File: src/haversine_distance_top_defines.svh
// ----------------------------------------------------------------------------
// Haversine distance assertion macros
// Shared concurrent assertion forms for the haversine distance block.
// ----------------------------------------------------------------------------
`ifndef HAVERSINE_DISTANCE_TOP_DEFINES_SVH
`define HAVERSINE_DISTANCE_TOP_DEFINES_SVH

// Same-cycle implication, checked on every rising clock edge out of reset.
`define HVD_ASSERT_SAME(label, ante, cons, msg) \
    label: assert property (@(posedge clk) disable iff (!rst_n) (ante) |-> (cons)) \
        else $error(msg);

// Next-cycle implication, checked on every rising clock edge out of reset.
`define HVD_ASSERT_NEXT(label, ante, cons, msg) \
    label: assert property (@(posedge clk) disable iff (!rst_n) (ante) |=> (cons)) \
        else $error(msg);

`endif

File: src/hvd_sqrt_cell.sv
// ----------------------------------------------------------------------------
// Haversine distance square root cell
// Decides one root bit of a floor square root and passes the remainder on.
// ----------------------------------------------------------------------------
module hvd_sqrt_cell
(
    input  logic        clk,
    input  logic [4:0]  step,
    input  logic [60:0] rem_in,
    input  logic [30:0] root_in,
    output logic [60:0] rem_out,
    output logic [30:0] root_out
);

    logic [60:0] rem_reg, rem_next;
    logic [30:0] root_reg, root_next;
    logic [62:0] delta;

    // Setting bit k grows the square by root*2^(k+1) + 2^(2k).
    always_comb
    begin
        delta = (63'(root_in) << (step + 5'd1)) + (63'(1) << {step, 1'b0});
        if (63'(rem_in) >= delta)
        begin
            rem_next  = rem_in - delta[60:0];
            root_next = root_in | (31'(1) << step);
        end
        else
        begin
            rem_next  = rem_in;
            root_next = root_in;
        end
    end

    // Hand the partial root to the next cell.
    always_ff @(posedge clk)
    begin
        rem_reg  <= rem_next;
        root_reg <= root_next;
    end

    assign rem_out  = rem_reg;
    assign root_out = root_reg;

endmodule
File: config.mk
export PLATFORM = sky130hd
export DESIGN_NAME = hvd_sqrt_cell
export DESIGN_NICKNAME = d
export VERILOG_FILES = /design/src/haversine_distance_top_defines.svh /design/src/hvd_sqrt_cell.sv
export SDC_FILE = /design/constraint.sdc
export NUM_CORES = 1
export LEC_CHECK = 0
export ABC_AREA = 1
export BUFFER_PORTS_ARGS = -buffer_cell sky130_fd_sc_hd__buf_2
export CORE_MARGIN = 2
export CORE_UTILIZATION = 40
export DETAILED_ROUTE_END_ITERATION = 12
export SYNTH_ARGS = -nofsm -noshare
export SYNTH_HDL_FRONTEND = slang
export SYNTH_SLANG_ARGS = --single-unit
export TNS_END_PERCENT = 1
File: constraint.sdc
create_clock -name clk -period 13.4 [get_ports clk]
set_input_delay 1.34 -clock clk [delete_from_list [all_inputs] [get_ports clk]]
set_output_delay 1.34 -clock clk [all_outputs]
set_load 0.005 [all_outputs]
# ---- After elaboration in Yosys (flattened, before gate mapping)
# Index checks and enable logic that the tools add are counted.
dict set report totals {
  ff_bits 92
  input_bits 98
  word_cells 12
}
dict set report classes {
  addsub 3
  n_lt_le_gt_ge 1
  n_shift 3
  mux 2
  bitwise 1
}
# operator n
set op_table {}
lappend op_table {{$add 63x63->63} 1}
lappend op_table {{$ge 61x63->1} 1}
lappend op_table {{$shl 1x6->63 const A} 1}
lappend op_table {{$shl 31x5->63} 1}
lappend op_table {{$mux 61} 1}
lappend op_table {{$sub 61x61->61} 1}
lappend op_table {{$mux 31} 1}
lappend op_table {{$or 31x31->31} 1}
lappend op_table {{$shl 1x5->31 const A} 1}
lappend op_table {{$add 5x1->5 const B} 1}

# ---- Longest topological paths before layout
dict set report logic_depth {
  ltp_word 5
  depth_mapped 43
  depth_no_buf 39
}

# ---- Worst setup path before layout
# No wires, ideal clock.
dict set report synth_timing {
  path_kind {input to register}
  startpoint {input step[0]}
  endpoint {register rem_reg[10], in the netlist rem_out[10]}
  arrival_time_ns 6.732
  required_ns 13.342
  path_slack_ns 6.610
  cell_stages 38
  n_path_buf 6
  cell_sequence {inv_2 -> buf_2 -> ha_1 -> buf_2 -> inv_2 -> buf_2 -> clkbuf_1 -> mux2i_1 -> mux2i_1 -> nand2_1 -> o21ai_0 -> nand2_1 -> o21ai_0 -> ha_1 -> nand3_1 -> o21ai_0 -> nand3_1 -> o21ai_0 -> [2 not listed] -> nand3_1 -> nand2_1 -> inv_1 -> nand2_1 -> nand2_1 -> ha_1 -> nand2_1 -> nor2_1 -> inv_1 -> nor4b_1 -> nand3_1 -> nand2_1 -> nand3_1 -> o211ai_1 -> clkbuf_1 -> clkbuf_1 -> nand3_1 -> nand2_1}
}
dict set report synth_via {
  elab_chain_cells 5
  elab_cells_between_ends 7
}
# item line_no
set synth_lines {}
lappend synth_lines {{start, declared} hvd_sqrt_cell.sv:8} ;# input logic [4:0] step,
lappend synth_lines {{$add 5x1->5} hvd_sqrt_cell.sv:22} ;# delta = (63'(root_in) << (step + 5'd1)) + (63'(1) << {step, 1'b0});
lappend synth_lines {{$shl 31x5->63} hvd_sqrt_cell.sv:22}
lappend synth_lines {{$add 63x63->63 (*)} hvd_sqrt_cell.sv:22}
lappend synth_lines {{$sub 61x61->61 / $ge 61x63->1 (equally long branches)} {hvd_sqrt_cell.sv:25, hvd_sqrt_cell.sv:23}}
lappend synth_lines {{$mux 61 (*)} hvd_sqrt_cell.sv:23} ;# if (63'(rem_in) >= delta)
lappend synth_lines {{via rem_next[10]} hvd_sqrt_cell.sv:15} ;# logic [60:0] rem_reg, rem_next;
lappend synth_lines {{end signal, assigned} hvd_sqrt_cell.sv:38} ;# rem_reg <= rem_next;
lappend synth_lines {{end, declared} hvd_sqrt_cell.sv:15}
# Mark *: on every way through the listed nets, which the timed path passes. The rest lies on a longest branch.

# ---- Final worst setup path
dict set report layout_timing {
  startpoint {input step[0]}
  endpoint {register rem_reg[13], in the netlist rem_out[13]}
}
# Same word-level chain as after synthesis.

==> metrics.csv <==
metric;value;unit
outcome;complete, no violations;
cts_buffers;9;
area_growth;11.2;%
rows;65;
final_area;0.0144;mm2
grt_max_degree;94;
synth_cells;2285;
end_kind;flop;
p_per_area;105;mW/mm2
whs_endpoint;root_out[14];
period_share;70.7;%
yosysTopAreaCellShare;18.4;%
slowest_stage;buf_4;
slowest_delay;0.79;ns
core-area;0.0316;mm2
arrival;9.75;ns
start_util;40.8;%
drc;0;
final.setup.tns;0;ns
drive_gt1_share;10.5;%
tritoncts;built;
die-area;0.0337;mm2
grt_overflow;0;
final_util;45.4;%
rsz0062_at_grt;false;
layout_common_cells;nand2_1 (632), nand3_1 (287), inv_1 (285), nor2_1 (253), buf_2 (189);
top_level_ports;190;
worstMarginPinSlew;1.02;ns
holdPathStages;3;
syn_nets;2482;
place_area;0.0141;mm2
synth-async-reset-ratio;0;%
ys.flop_type;dfxtp_1;
cp.required;13.67;ns
synth_cell_types;52;
cts_buffer_depth;2;
p_int;0.000800;W
grtUsageTotal;29.8;%
synthTopCellsByArea;nand2_1 (18%), dfxtp_1 (14%), nand3_1 (11%), ha_1 (9.5%), inv_1 (8.3%);
seq_area_frac_synth;14.3;%
combPwrFrac;57.9;%
die_h;184;um
grt_pass1_wl;77600;um
p_leak;7.19;nW
p_sw_share;46.8;%
num_vias;15300;
ys.warnings.count;0;
synth_seq_cells;92;
clock.fmax;0.105;GHz
setup_slack;3.92;ns
netSwitchingPower;0.000702;W
hold_class;in -> reg;
power_frac_seq;23.8;%
maxCapViolations;0;
final-setup-viol-count;0;
clk_pin_slew;0.07;ns
cts_sinks;92;
timing_hold_violations_final;0;
critPathMaxFanout;93;
whs;1.17;ns
postCtsHoldBufs;0;
crit_type;in -> reg;
die_w;184;um
cts_root_buf;clkbuf_16;
cts_setup_buffers;0;
grt_pass1_vias;14400;
portBuffers;189;
hp-start;root_in[14];
yosys.area.top_type;nand2_1;
cpMostUsedCell;nand2_1;
htreeDepth;3;
wire_per_inst;18.0;um
n_antenna_cell;0;
synth.avg_cell_area;5.65;um2
period_minus_slack;9.48;ns
drt_iter0_drc;1221;
synth_edf_count;0;
globalplace.congestion;0.966;
place_ws;3.70;ns
final_common_cell;nand2_1;
ctsResizeCount;0;
clkPwrFrac;18.3;%
finalWirelength;50900;um
start_kind;input pin;
vias_per_cell;5.40;
ir_drop;67.0;uV
antenna_found_initial;0;
syn_area;0.0129;mm2
dp_hpwl;43200;um
ant_nets;0;
max-slew-margin-rel;31.9;%
drv_slew;0;
nets;2624;
drt_pre_antenna_iters;6;
Yosys cell counts, types with 23 or more instances:
cell type	n
o21ai_0	139
nor2_1	253
nand3_1	287
inv_1	285
dfxtp_1	92
xor2_1	75
a21oi_1	129
ha_1	98
nand2_1	632
nand4_1	23
per-layer routing:
layer  track usage, %  part of all wire [%]  vias up
met4             11.9                   3.5        0
met3             2.34                   5.0       79
li1                 -                     -     7722
met2             50.0                    45      523
met5                0                     0        -
met1             39.5                    46     6963
state kept, by name, indices dropped and copies added (netlist names):
register	flops
rem_out	61
root_out	31
power by group through the flow:
stage	combinational, W	sequential (W)	clock, W
floorplan	0.000564	0.000378	0
global placement	0.000859	0.000363	0
detailed placement	0.000858	0.000364	0
CTS	0.000861	0.000358	0.000282
global route	0.000970	0.000363	0.000289
finish	0.000870	0.000357	0.000275
worst max-delay path: cells and delay by family:
kind,cells,cell delay [ns]
mux,2,0.39
buf+inv,11,2.85
simple gates,19,3.23
fa+ha+maj,3,1.25
compound gates,3,0.55
metrics by stage:
stage	total power [W]	std cells
final	0.00150	2833
after global routing	0.00162	2833
after CTS	0.00150	2833
after detailed placement	0.00122	2818
after global placement	0.00122	2818
after floorplan	0.000942	2285
worst max path at each step:
stage	start	end	slack, ns	depth (start not counted)
5_1_grt	step[0]	rem_out[31]	3.26	40
6_report	step[0]	rem_out[13]	3.92	38
3_3_place_gp	step[0]	rem_out[0]	3.75	38
3_5_place_dp	step[0]	rem_out[13]	3.70	38
2_1_floorplan	step[0]	rem_out[10]	6.61	38
4_1_cts	step[0]	rem_out[13]	4.07	38
kinds of logic after synthesis:
| logic type | after synthesis | synth area share, % |
|---|---|---|
| AOI/OAI and AO/OA | 350 | 15.0 |
| xor gates and xnor gates | 99 | 6.84 |
| adders and majority gates | 99 | 9.66 |
| buffers and inverters | 375 | 11.9 |
| DFF | 92 | 14.3 |
| muxes | 20 | 1.55 |
| and+or+nand+nor | 1250 | 40.8 |
cell type report:
type	instances	area, um2
clock inverter	3	46.3
clock buffer	12	256
tap	402	503
sequential	92	1840
fill	3585	17300
inverter	308	1160
multi-input combinational	1818	9540
timing repair buffer	198	1010
Note: power is estimated with default switching activity, not from simulation.
