==> src/haversine_distance_top_defines.svh <==
// ----------------------------------------------------------------------------
// Haversine distance assertion macros
// Shared concurrent assertion forms for the haversine distance block.
// ----------------------------------------------------------------------------
`ifndef HAVERSINE_DISTANCE_TOP_DEFINES_SVH
`define HAVERSINE_DISTANCE_TOP_DEFINES_SVH

// Same-cycle implication, checked on every rising clock edge out of reset.
`define HVD_ASSERT_SAME(label, ante, cons, msg) \
    label: assert property (@(posedge clk) disable iff (!rst_n) (ante) |-> (cons)) \
        else $error(msg);

// Next-cycle implication, checked on every rising clock edge out of reset.
`define HVD_ASSERT_NEXT(label, ante, cons, msg) \
    label: assert property (@(posedge clk) disable iff (!rst_n) (ante) |=> (cons)) \
        else $error(msg);

`endif

==> src/hvd_pkg.sv <==
// ----------------------------------------------------------------------------
// Haversine distance package
// Shared types, constants and the CORDIC angle table.
// ----------------------------------------------------------------------------
package hvd_pkg;

    localparam int CORDIC_STEPS = 30;
    localparam int SQRT_STEPS   = 31;
    // Input, three phase stages, rotation chain, three product stages,
    // square root chain, vectoring chain, two scaling stages.
    localparam int PIPE_DEPTH   = 4 + CORDIC_STEPS + 3 + SQRT_STEPS + CORDIC_STEPS + 2;
    // Index of the valid bit that goes with the clamped haversine value.
    localparam int H_STAGE      = 3 + CORDIC_STEPS + 3;

    typedef logic signed [32:0] cordic_word_t;

    typedef struct packed {
        logic [4:0] step;
        logic       vectoring;
    } cordic_ctl_t;

    localparam logic [15:0]  RADIUS_RESET = 16'd6371;
    localparam cordic_word_t CORDIC_GAIN  = 33'sd652032874;
    localparam logic [30:0]  QONE         = 31'h4000_0000;
    localparam logic [31:0]  PI_Q30       = 32'hC90F_DAA2;
    localparam logic [31:0]  DIV45_RECIP  = 32'd3054198967;
    localparam logic [13:0]  DIV45_SMALL  = 14'd11651;
    localparam logic [12:0]  ROUND_HALF   = 13'd22;

    // atan(2^-i) in 2^-32 turns.
    function automatic cordic_word_t atan_angle(input logic [4:0] step);
        cordic_word_t a;
        case (step)
            5'd0:    a = 33'sd536870912;
            5'd1:    a = 33'sd316933406;
            5'd2:    a = 33'sd167458907;
            5'd3:    a = 33'sd85004756;
            5'd4:    a = 33'sd42667331;
            5'd5:    a = 33'sd21354465;
            5'd6:    a = 33'sd10679838;
            5'd7:    a = 33'sd5340245;
            5'd8:    a = 33'sd2670163;
            5'd9:    a = 33'sd1335087;
            5'd10:   a = 33'sd667544;
            5'd11:   a = 33'sd333772;
            5'd12:   a = 33'sd166886;
            5'd13:   a = 33'sd83443;
            5'd14:   a = 33'sd41722;
            5'd15:   a = 33'sd20861;
            5'd16:   a = 33'sd10430;
            5'd17:   a = 33'sd5215;
            5'd18:   a = 33'sd2608;
            5'd19:   a = 33'sd1304;
            5'd20:   a = 33'sd652;
            5'd21:   a = 33'sd326;
            5'd22:   a = 33'sd163;
            5'd23:   a = 33'sd81;
            5'd24:   a = 33'sd41;
            5'd25:   a = 33'sd20;
            5'd26:   a = 33'sd10;
            5'd27:   a = 33'sd5;
            5'd28:   a = 33'sd3;
            5'd29:   a = 33'sd1;
            default: a = 33'sd0;
        endcase
        return a;
    endfunction

endpackage

==> src/hvd_cordic_cell.sv <==
// ----------------------------------------------------------------------------
// Haversine distance CORDIC cell
// One registered micro-rotation, in rotation or vectoring mode.
// ----------------------------------------------------------------------------
module hvd_cordic_cell
(
    input  logic                 clk,
    input  hvd_pkg::cordic_ctl_t ctl,
    input  hvd_pkg::cordic_word_t x_in,
    input  hvd_pkg::cordic_word_t y_in,
    input  hvd_pkg::cordic_word_t z_in,
    input  logic [1:0]           tag_in,
    output hvd_pkg::cordic_word_t x_out,
    output hvd_pkg::cordic_word_t y_out,
    output hvd_pkg::cordic_word_t z_out,
    output logic [1:0]           tag_out
);

    hvd_pkg::cordic_word_t x_reg, y_reg, z_reg;
    hvd_pkg::cordic_word_t x_next, y_next, z_next;
    hvd_pkg::cordic_word_t dx, dy, ang;
    logic [1:0]            tag_reg;
    logic                  cw;

    // A negative residual angle and a non-negative vector y both turn clockwise.
    always_comb
    begin
        dx  = y_in >>> ctl.step;
        dy  = x_in >>> ctl.step;
        ang = hvd_pkg::atan_angle(ctl.step);
        cw  = ctl.vectoring ? !y_in[32] : z_in[32];
        if (cw)
        begin
            x_next = x_in + dx;
            y_next = y_in - dy;
            z_next = z_in + ang;
        end
        else
        begin
            x_next = x_in - dx;
            y_next = y_in + dy;
            z_next = z_in - ang;
        end
    end

    // Hand the rotated vector to the next cell.
    always_ff @(posedge clk)
    begin
        x_reg   <= x_next;
        y_reg   <= y_next;
        z_reg   <= z_next;
        tag_reg <= tag_in;
    end

    assign x_out   = x_reg;
    assign y_out   = y_reg;
    assign z_out   = z_reg;
    assign tag_out = tag_reg;

endmodule

==> config.mk <==
export PLATFORM = sky130hd
export DESIGN_NAME = hvd_cordic_cell
export DESIGN_NICKNAME = d
export VERILOG_FILES = /design/src/haversine_distance_top_defines.svh /design/src/hvd_pkg.sv /design/src/hvd_cordic_cell.sv
export SDC_FILE = /design/constraint.sdc
export NUM_CORES = 1
export LEC_CHECK = 0
export BUFFER_PORTS_ARGS = -buffer_cell sky130_fd_sc_hd__buf_4
export CAP_MARGIN = 15
export CORE_ASPECT_RATIO = 0.8
export CORE_MARGIN = 4
export CORE_UTILIZATION = 25
export CTS_CLUSTER_SIZE = 25
export DETAILED_ROUTE_END_ITERATION = 8
export PLACE_DENSITY = 0.53
export SLEW_MARGIN = 15
export SYNTH_ARGS = -nofsm -noshare
export SYNTH_HDL_FRONTEND = slang
export SYNTH_SLANG_ARGS = --single-unit
export TNS_END_PERCENT = 50
==> constraint.sdc <==
create_clock -name clk -period 13.7 [get_ports clk]
set_input_delay 2.74 -clock clk [delete_from_list [all_inputs] [get_ports clk]]
set_output_delay 2.74 -clock clk [all_outputs]
set_load 0.1 [all_outputs]
==> After elaboration in Yosys (flattened, before gate mapping) <==
Memories as Yosys holds them, arrays and structs flattened.
Index checks and enable logic that the tools add are counted.
{ "word_totals": {"ram_bits": 0, "rom_bits": 960, "latchBits": 0, "n_memories": 1, "word_cells": 18, "output_inout_bits": 101, "inputBits": 108, "register_bits": 101} }
{ "mem_list": {"columns": ["name", "words", "word_bits", "rd", "rd_ports_with_merged_regs", "write_ports", "line_no", "text"], "rows": [
  ["(name not given)", 32, 30, 1, 0, 0, "hvd_pkg.sv:33", "case (step)"]
]} }
{ "op_classes": {"n_mul": 0, "eq_ne": 0, "order_cmp": 0, "n_div": 0, "n_addsub": 6, "muxes": 4, "reduce_logical": 1, "shift": 2, "n_bitwise": 0} }
{ "op_table": {"columns": ["op", "n"], "rows": [
  ["$add 33x33->33", 3],
  ["$mux 33", 3],
  ["$sub 33x33->33", 3],
  ["$sshr 33x5->33", 2],
  ["$logic_not 1->1", 1],
  ["$mux 1", 1]
]} }

==> Longest topological paths before layout <==
Gate-level depths: netlist of the first run.
{ "depth": {"depth_word": 3, "ltp_mapped": 30, "depth_no_buf": 23} }

==> Least setup slack after synthesis of the first run <==
Ideal clock, no wire load.
{ "synth_timing": {"path_type": "input-to-reg", "startpoint": "input port ctl[2] (netlist bit)", "endpoint": "register z_reg[30] (netlist: z_out[30])", "setup_slack_ns": 5.448, "required_time_ns": 13.628, "n_path_buf": 7, "cell_stages": 27, "arrival_ns": 8.180, "setup_ns": 0.072, "cell_sequence": "clkbuf_1 buf_2 inv_1 buf_2 buf_2 buf_1 ha_1 clkbuf_1 a211oi_1 o211ai_1 nand2_1 nor4b_1 nand2_1 nand2_1 xnor2_1 ha_1 clkbuf_1 a211oi_1 nand2_1 nor3_1 a21oi_1 o31a_1 a21bo_2 a21oi_1 o21ai_0 a31oi_1 xnor2_1"} }
{ "synth_via": {"elab_chain_len": 3, "word_cells_on_any_way": 4, "cone_classes": "2 x add/sub; 1 x mux; 1 x memory"} }
{ "synth_rtl": {"columns": ["element", "line_no", "text"], "rows": [
  ["start, declared", "hvd_cordic_cell.sv:8", "input hvd_pkg::cordic_ctl_t ctl,"],
  ["$mem_v2 32x30 (*)", null, null],
  ["$sub 33x33->33 or $add 33x33->33 (tied branches)", "hvd_cordic_cell.sv:42, hvd_cordic_cell.sv:36", null],
  ["$mux 33 (*)", "hvd_cordic_cell.sv:32", "if (cw)"],
  ["via z_next[30]", "hvd_cordic_cell.sv:20", "hvd_pkg::cordic_word_t x_next, y_next, z_next;"],
  ["end signal, assigned", "hvd_cordic_cell.sv:51", "z_reg <= z_next;"],
  ["end, declared", "hvd_cordic_cell.sv:19", "hvd_pkg::cordic_word_t x_reg, y_reg, z_reg;"]
]} }
Mark *: on every way through the listed nets, which the timed path passes. The rest lies on a longest branch.

==> Worst setup path in the final report of the first run <==
{ "layout_timing": {"startpoint": "input port ctl[1] (netlist bit)", "endpoint": "register x_reg[32] (netlist: x_out[32])"} }
{ "layout_via": {"elab_chain_len": 3, "word_cells_on_any_way": 4, "cone_classes": "2 x add/sub; 1 x shift; 1 x mux"} }
{ "layout_rtl": {"columns": ["element", "line_no", "text"], "rows": [
  ["$sshr 33x5->33 (*)", "hvd_cordic_cell.sv:28", "dx = y_in >>> ctl.step;"],
  ["$sub 33x33->33 or $add 33x33->33 (tied branches)", "hvd_cordic_cell.sv:40, hvd_cordic_cell.sv:34", null],
  ["$mux 33 (*)", "hvd_cordic_cell.sv:32", null],
  ["via x_next[32]", "hvd_cordic_cell.sv:20", null],
  ["end signal, assigned", "hvd_cordic_cell.sv:49", "x_reg <= x_next;"],
  ["end, declared", "hvd_cordic_cell.sv:19", null]
]} }
Marks and branches as above.

==> impl_metrics.toml, run 1 <==
[floorplanning]
coreArea_um2 = 55500
rows = 77
io_pins = 209
start_util = 0.254
die_w_um = 274
dieArea_um2 = 60300
die_h_um = 220

[grt]
grt_use_total = 0.186
grt_start_max_net_pins = 84
grt_first_pass_wirelength_um = 86000
grt_pass1_vias = 13720
overflow = 0
grt_antenna_before_repair = 1

[detailed_routing]
first_iter_violations = 1491
vias = 14198
drt-vias-per-instance = 5.52
antenna_left = 0
wl_per_cell_um = 22.4
drc = 0
routed_wl_um = 57600
dr.pass1.iters = 5

[logic_synthesis]
synth_edf_count = 0
synth-xor-area-share = 0.111
ys_top_cells_by_area = "dfxtp_1 14%, mux4_2 12%, ha_1 9.4%, xnor2_1 7.5%, a21oi_1 5.9%"
post_synth_fa_ha_maj_area_fraction = 0.0983
synth.distinct_cells = 92
avgSynthCellArea_um2 = 8.37
synth_top_family_by_area = "compound AO/OA/AOI/OAI gates"
netlist_instances = 1685
synth.area.mux_share = 0.208
async_flop_share = 0
synth_flop_cell = "dfxtp_1"
yosys_warnings = 0
synth_top_cell_by_area = "dfxtp_1"
syn-num-nets = 1902
syn_area_um2 = 14100
synth_simple_gate_area_frac = 0.147
synth_compound_area_frac = 0.242
synth_top_area_frac = 0.143
ys_seq_area_frac = 0.143
ys_ff_latch = 101

[clocking]
clk_pin_slew_ns = 0.08
post_cts_buffers = 0
holdBufCountCts = 0
cts_resized = 0
clkSinkCount = 101
tritoncts = "done"
cts.path.max_buffers = 2
clock-root-buffer = "clkbuf_16"
numCtsBuffers = 9
h-tree-depth = 3

[timing]
finalMaxSlewViolations = 0
fin_crit_ns = 9.56
post-route-period-util = 0.698
finalHoldViolCount = 0
tns_ns = 0
slew_headroom = 0.259
fmax_mhz = 105
tightest_slew_ns = 1.11
fin_ws_ns = 4.14
rsz0062_at_grt = "false"
setup_viol = 0

[hold_path]
worstHoldPathCells = 1
whs_endpoint = "tag_out[1]"
hold_path.class = "primary input to flop"
holdCritStartpoint = "tag_in[1]"

[layout]
drive_gt1_frac = 0.198
nNetsFinal = 2036
num_antenna_cells = 0
fillCellCount = 5985
syn_to_final_growth_pct = 16.8

[power]
p_per_area_nw_per_um2 = 176
leakagePower_nw = 6.78
worst_ir_drop_vdd_v = 0.000152
total_power_mw = 2.91

[critical_path]
cp.arrival_ns = 9.90
start_kind = "primary input"
cp_max_fo = 66
crit_type = "primary input to flop"
crit_required_ns = 14.04
worstSetupEndpointType = "flop"

[place]
dp_hpwl_um = 44700
io_buffers = 208
place_worst_setup_slack_ns = 3.73
gp_congestion = 0.898

[outcome]
outcome = "completed"

[flow_run]
maxCapViolations = 0
cell type report:
cell class / instances / area [um^2] / area share
inverters: 48 / 180 / 0.0109
multi-input cells: 1438 / 11400 / 0.691
well taps: 750 / 938 / 0.0570
clock inverters: 7 / 56.3 / 0.00342
repair buffers: 221 / 1660 / 0.101
flip-flops and latches: 101 / 2020 / 0.123
clock buffers: 9 / 225 / 0.0137
power breakdown:
group          switching (mW)  internal (mW)  total [mW]
clock network           0.139          0.126       0.265
logic                    1.60          0.562        2.17
registers              0.0432          0.434       0.477
total                    1.79           1.12        2.91
per-layer routing:
layer	wire length, um	global-route usage	up-vias
met4	1340	0.0476	0
met2	25900	0.300	647
met1	25900	0.253	6888
met5	0	0	-
li1	-	-	6578
met3	4440	0.0407	85
state kept, by name, indices dropped and copies added, names as in the netlist:
name	count
tag_out	2
z_out	33
x_out	33
y_out	33
critical path: stages:
cell and delay (ns):
buf_6 0.55, buf_4 0.78, mux4_1 0.64, mux2_2 0.31, mux2i_1 0.38, o221ai_1 0.28
or4b_4 0.58, or3_4 0.40, or2_1 0.33, o21ai_0 0.22, xor2_1 0.18, ha_1 0.29
a21oi_1 0.21, o21ai_0 0.14, a211oi_1 0.39, a2111oi_0 0.20, o31ai_1 0.33, and3_1 0.25
nor3_1 0.09, a311oi_1 0.33, xor2_1 0.17
through the flow:
step                      std cells  utilization  area (um^2)  hold slack, ns
after floorplan                1685            -        14100            2.77
after global placement         2558        0.292        16200            2.84
after detailed placement       2558        0.292        16200            2.85
after CTS                      2574        0.297        16500            2.41
after global routing           2574        0.297        16500            2.42
final                          2574        0.297        16500            2.44
synthesized netlist by cell type (all sizes together), types with 7 or more instances:
master and n:
or2 7, nor2 145, xnor2 121, o21a 24, o31ai 10, and3 10
o21ai 109, nor3 29, o22ai 7, or3 7, dfxtp 101, a21o 43
nand2 127, mux2 27, ha 106, a221oi 10, nand2b 27, buf 60
clkbuf 38, and2 14, xor2 57, nor2b 18, nand3 27, a21oi 166
o21bai 16, a31oi 25, o211ai 14, mux2i 68, a211oi 24, mux4 85
a22oi 7, inv 47
cell usage in the layout (no fill, tap or decap), types with 43 or more instances in the layout:
cell	instances
buf_4	220
a21oi_1	165
nor2_1	145
nand2_1	127
xnor2_1	121
ha_1	106
o21ai_0	101
dfxtp_1	101
mux4_2	76
mux2i_1	67
xor2_1	57
inv_1	45
a21o_1	43
worst max-delay path by stage:
| stage | end | from | cells past startpoint |
|---|---|---|---|
| 2_1_floorplan | z_out[30] | ctl[2] | 27 |
| 3_3_place_gp | x_out[32] | ctl[1] | 21 |
| 3_5_place_dp | x_out[32] | ctl[1] | 21 |
| 4_1_cts | x_out[32] | ctl[1] | 21 |
| 5_1_grt | x_out[32] | ctl[1] | 21 |
| 6_report | x_out[32] | ctl[1] | 21 |
cell families (layout without fill, tap and decap cells):
family / Yosys count / in the layout
and+or+nand+nor: 442 / 442
DFF: 101 / 101
AOI/OAI and AO/OA: 529 / 529
xor gates and xnor gates: 178 / 178
adders and majority gates: 109 / 109
buffers and inverters: 146 / 285
muxes: 180 / 180
No activity file was read; power rests on OpenSTA's default activity.
==> run 2: changes to the inputs <==
ABC_AREA = 1   (was not set)
clock period = 9.4 ns   (was 13.7 ns; I/O delays follow)
==> run 2 against run 1 <==
- worst setup slack worse by 1.9 ns
- flip-flop and latch count unchanged
- worst hold slack worse by 0.86 ns
- cell count up 30%
- first-iteration DRC count up 27%
- synthesized cell count up 45%
- clock power up 55%
- sequential share of layout area about the same
- critical path depth up 2
- power up 46%
- wire length down 2.6%
- largest cell class unchanged
- largest power group unchanged
==> impl_metrics.toml, run 2 <==
[layout]
multi_input_area_um2 = 10800
syn_to_final_growth_pct = 17.2
mostFrequentLayoutCell = "nand2_1"
final_util = 0.298
nNetsFinal = 2798
drive_gt1_frac = 0.118
layout_common_cells = "803 x nand2_1, 359 x nand3_1, 217 x buf_4, 194 x inv_1, 172 x nor2_1"
ff_latch_area_um2 = 2020
fillCellCount = 6436

[detailed_routing]
dr.pass1.iters = 7
routed_wl_um = 56100
vias = 16311
drt-vias-per-instance = 4.89
antenna_left = 0
drc = 0
wl_per_cell_um = 16.8
first_iter_violations = 1895

[grt]
grt_start_max_net_pins = 77
grt_pass1_vias = 14905
grt_first_pass_wirelength_um = 84700
grt_use_total = 0.180
grt_antenna_before_repair = 2
overflow = 0

[place]
io_buffers = 208
dp_hpwl_um = 45800
gp_congestion = 0.912
place_worst_setup_slack_ns = 1.92

[outcome]
outcome = "completed"

[logic_synthesis]
syn-num-nets = 2653
synth_top_area_frac = 0.214
synth_simple_gate_area_frac = 0.437
ys_ff_latch = 101
ys_top_cells_by_area = "nand2_1 21%, dfxtp_1 14%, nand3_1 13%, ha_1 9.4%, xor2_1 6.5%"
synth_compound_area_frac = 0.129
post_synth_fa_ha_maj_area_fraction = 0.0982
yosys_warnings = 0
syn_area_um2 = 14100
synth-xor-area-share = 0.0999
synth_flop_cell = "dfxtp_1"
ys_seq_area_frac = 0.143
synth_edf_count = 0
netlist_instances = 2436
synth.area.mux_share = 0.00160
synth_top_family_by_area = "simple AND/OR/NAND/NOR gates"
synth.distinct_cells = 55
synth_top_cell_by_area = "nand2_1"
avgSynthCellArea_um2 = 5.79
async_flop_share = 0
post-synth-top-count-cell = "nand2_1"
synthTopCellsByCount = "803 x nand2_1, 359 x nand3_1, 194 x inv_1, 172 x nor2_1, 133 x a21oi_1"

[floorplanning]
io_pins = 209
die_w_um = 274
rows = 77
dieArea_um2 = 60400
start_util = 0.254
die_h_um = 221
coreArea_um2 = 55600

[power]
worst_ir_drop_vdd_v = 0.000238
p_per_area_nw_per_um2 = 256
leakagePower_nw = 8.40
total_power_mw = 4.23

[clocking]
clk_pin_slew_ns = 0.07
cts.path.max_buffers = 2
clock-root-buffer = "clkbuf_16"
numCtsBuffers = 9
tritoncts = "done"
post_cts_buffers = 0
cts_resized = 0
clkSinkCount = 101
h-tree-depth = 3
holdBufCountCts = 0

[hold_path]
hold_path.class = "primary input to flop"
whs_endpoint = "tag_out[0]"
holdCritStartpoint = "tag_in[0]"
worstHoldPathCells = 1

[critical_path]
crit_type = "primary input to flop"
crit_required_ns = 9.68
cp-startpoint = "ctl[1]"
cp.arrival_ns = 7.44
start_kind = "primary input"
cp_max_fo = 76
worstSetupEndpointType = "flop"

[timing]
rsz0062_at_grt = "false"
tightest_slew_ns = 0.857
finalMaxSlewViolations = 0
fin_crit_ns = 7.16
post-route-period-util = 0.762
holdWs_ns = 1.58
tns_ns = 0
setup_viol = 0
slew_headroom = 0.428
fin_ws_ns = 2.24
fmax_mhz = 140
finalHoldViolCount = 0

[flow_run]
maxCapViolations = 0
run 2: cell count changes after synthesis, moves of 48 or more:
cell	before	now
nand2_1	127	803
nand3_1	27	359
inv_1	45	194
mux4_2	76	0
mux2i_1	68	0
xnor2_1	121	56
xor2_1	57	105
run 2: power breakdown:
part / switching, mW / internal, mW / total [mW]
clock network: 0.194 / 0.216 / 0.411
logic: 2.42 / 0.715 / 3.13
registers: 0.0588 / 0.632 / 0.691
run 2: final cells by class:
type	count	area share
diodes	1	0.000151
clock buffers	10	0.0144
clock inverters	6	0.00424
multi-input cells	2036	0.654
flip-flops and latches	101	0.122
well taps	750	0.0567
repair buffers	217	0.0985
inverters	216	0.0493
run 2: per-stage QoR:
stage,std cells,cell area [um^2]
6_report,3337,16500
5_1_grt,3336,16500
4_1_cts,3336,16500
3_5_place_dp,3320,16200
3_3_place_gp,3320,16200
2_1_floorplan,2436,14100
run 2: worst max-delay path by stage:
stage                            to  depth (start not counted)  slack, ns
after global routing      z_out[30]                         24       1.63
final                     z_out[30]                         23       2.24
after detailed placement  z_out[30]                         23       1.92
after global placement    z_out[30]                         23       1.90
after floorplan           z_out[28]                         28       3.89
after CTS                 z_out[30]                         23       2.34
run 2: critical path, stage by stage:
cell      delay (ns)
buf_4           0.60
inv_4           0.48
ha_1            0.48
or2_1           0.26
nand2_1         0.10
inv_2           0.05
o21ai_2         0.09
nand3_1         0.21
nor2_2          0.17
nand3_1         0.11
nor2_2          0.12
nand3_1         0.12
o21ai_2         0.61
xor2_1          0.17
ha_1            0.40
nand2_1         0.15
nor4_1          0.55
nand3b_1        0.21
nand3_1         0.18
nand2_1         0.07
nand2_1         0.13
a211oi_1        0.10
xor2_1          0.15
run 2: logic make-up (layout without fill, tap and decap cells):
| group | count (synthesis) | after routing |
|---|---|---|
| and+or+nand+nor | 1443 | 1443 |
| AOI/OAI and AO/OA | 322 | 322 |
| buffers and inverters | 299 | 449 |
| xor gates and xnor gates | 161 | 161 |
| adders and majority gates | 109 | 109 |
| DFF | 101 | 101 |
| muxes | 1 | 1 |
| other | 0 | 1 |
run 2: metal layers:
metal,vias to the layer above,GRT usage,wire [um]
met3,45,0.0319,4600
met2,664,0.257,22400
met5,-,0,13
li1,8311,-,-
met1,7289,0.281,28500
met4,2,0.0288,611
==> run 3: changes to the inputs <==
ABC_AREA = 0   (was 1)
PLACE_DENSITY = 0.55   (was 0.53)
clock period = 5.8 ns   (was 9.4 ns; I/O delays follow)
==> run 3 against run 2 <==
- the flow now finishes with violations (setup timing)
- critical path depth up 11
- first-iteration DRC count down 19%
- non-clock buffer count up 690
- power up 89%
- utilization up 11 points
- clock power up 74%
- worst setup slack worse by 2.3 ns
- wire length up 20%
- via count up 3.5%
- combinational power up 97%
- critical endpoint is now x_out[32]
- highest routed layer is now met4
==> impl_metrics.toml, run 3 (same netlist as run 1, synthesis figures left out) <==
[place]
gp_congestion = 0.957
io_buffers = 208
postPlaceCellArea_um2 = 21200
dp_hpwl_um = 54600
place_worst_setup_slack_ns = -0.739

[grt]
overflow = 0
grt_use_total = 0.214
grt_pass1_vias = 16360
grt_first_pass_wirelength_um = 99300
grt_antenna_before_repair = 4
grt_start_max_net_pins = 33

[detailed_routing]
wl_per_cell_um = 20.6
drc = 0
wl_met3_um = 5130
wl_met2_um = 29100
antenna_left = 0
routed_wl_um = 67400
dr.pass1.iters = 5
drt-vias-per-instance = 5.17
highest_layer = "met4"
first_iter_violations = 1544
vias = 16876
drt-met1-wl_um = 31300

[layout]
syn_to_final_growth_pct = 60.5
mostFrequentLayoutCell = "buf_4"
drive_gt1_frac = 0.462
nNetsFinal = 2722
layout_common_cells = "878 x buf_4, 145 x a21oi_1, 134 x nor2_1, 121 x nand2_1, 121 x xnor2_1"
final_util = 0.408
fin_area_um2 = 22600

[floorplanning]
dieArea_um2 = 60300
coreArea_um2 = 55500
start_util = 0.254
die_h_um = 220
io_pins = 209
rows = 77
die_w_um = 274

[critical_path]
cp.arrival_ns = 6.19
max_stage_delay_ns = 0.38
crit_type = "primary input to flop"
crit_path_frequent_cell = "buf_4"
crit_slowest_cell = "ha_1"
cp_max_fo = 6
worstSetupEndpointType = "flop"
crit_required_ns = 6.13
start_kind = "primary input"

[clocking]
clkSinkCount = 101
clock-root-buffer = "clkbuf_16"
clk_pin_slew_ns = 0.08
h-tree-depth = 3
cts.path.max_buffers = 2
tritoncts = "done"
numCtsBuffers = 9

[power]
total_power_mw = 8.00
p_per_area_nw_per_um2 = 353
worst_ir_drop_vdd_v = 0.000343
leakagePower_nw = 10.3

[timing]
setup_viol = 2
post-route-period-util = 1.01
fin_crit_ns = 5.85
slew_headroom = 0.524
tightest_slew_ns = 0.712
tns_ns = -0.0543
fin_ws_ns = -0.0531
rsz0062_at_grt = "true"
finalHoldViolCount = 0
fmax_mhz = 171
finalMaxSlewViolations = 0

[outcome]
outcome = "finished, violations left"
violations = "setup timing"

[hold_path]
hold_path.class = "primary input to flop"

[flow_run]
maxCapViolations = 0
==> run 3: changes by cell type in the layout (fill, tap and decap cells not counted), moves of 27 or more <==
cell,change
nand2b_1,+27
buf_4,+661
nor2_1,-38
a21o_1,+31
mux4_2,+79
inv_1,-150
mux2i_1,+54
xor2_1,-48
xnor2_1,+65
nand2_1,-682
nand3_1,-333
==> run 3: per-stage QoR <==
| step | hold WS, ns | cells |
|---|---|---|
| after CTS | 0.828 | 3236 |
| after floorplan | 1.19 | 1685 |
| after global placement | 1.26 | 3174 |
| after global routing | 0.838 | 3264 |
| after detailed placement | 1.27 | 3174 |
| final | 0.860 | 3264 |
==> run 3: timing repair <==
action	in CTS	in global routing
endpoints found under the hold margin	0	0
hold buffers	0	0
buffers inserted	45	25
endpoints found under the setup margin	17	31
pin swaps	21	52
gates cloned	3	1
gates resized for setup	50	85
==> run 3: area by class of cell <==
cell class	count	area (um^2)
clock buffers	11	243
flip-flops and latches	101	2020
diodes	4	10.0
fillers	5685	32900
inverters	48	180
repair buffers	907	7160
multi-input cells	1438	12000
well taps	750	938
clock inverters	5	83.8
==> run 3: worst paths after layout <==
| check | start | end | depth (start not counted) |
|---|---|---|---|
| max | ctl[1] | x_out[32] | 34 |
| min | tag_in[1] | tag_out[1] | 1 |
==> run 3: report_power, final <==
group | leakage, nW | total (mW) | switching [mW] | internal (mW)
combinational | 9.33 | 6.16 | 4.08 | 2.08
clock | 0.152 | 0.715 | 0.324 | 0.391
sequential | 0.852 | 1.12 | 0.0980 | 1.03
total | 10.3 | 8.00 | 4.50 | 3.50
==> run 3: layer usage <==
metal | GRT usage | vias up
met5 | 0 | -
met4 | 0.0593 | 0
met3 | 0.0454 | 100
met1 | 0.306 | 8168
met2 | 0.328 | 640
li1 | - | 7968
==> run 3: critical path, delay by kind of cell <==
kind | cells | cell delay (ns)
and+or+nand+nor | 4 | 0.52
AOI/OAI and AO/OA | 3 | 0.67
buffers and inverters | 22 | 2.75
adders and majority gates | 1 | 0.38
muxes | 2 | 0.44
xor gates and xnor gates | 2 | 0.25
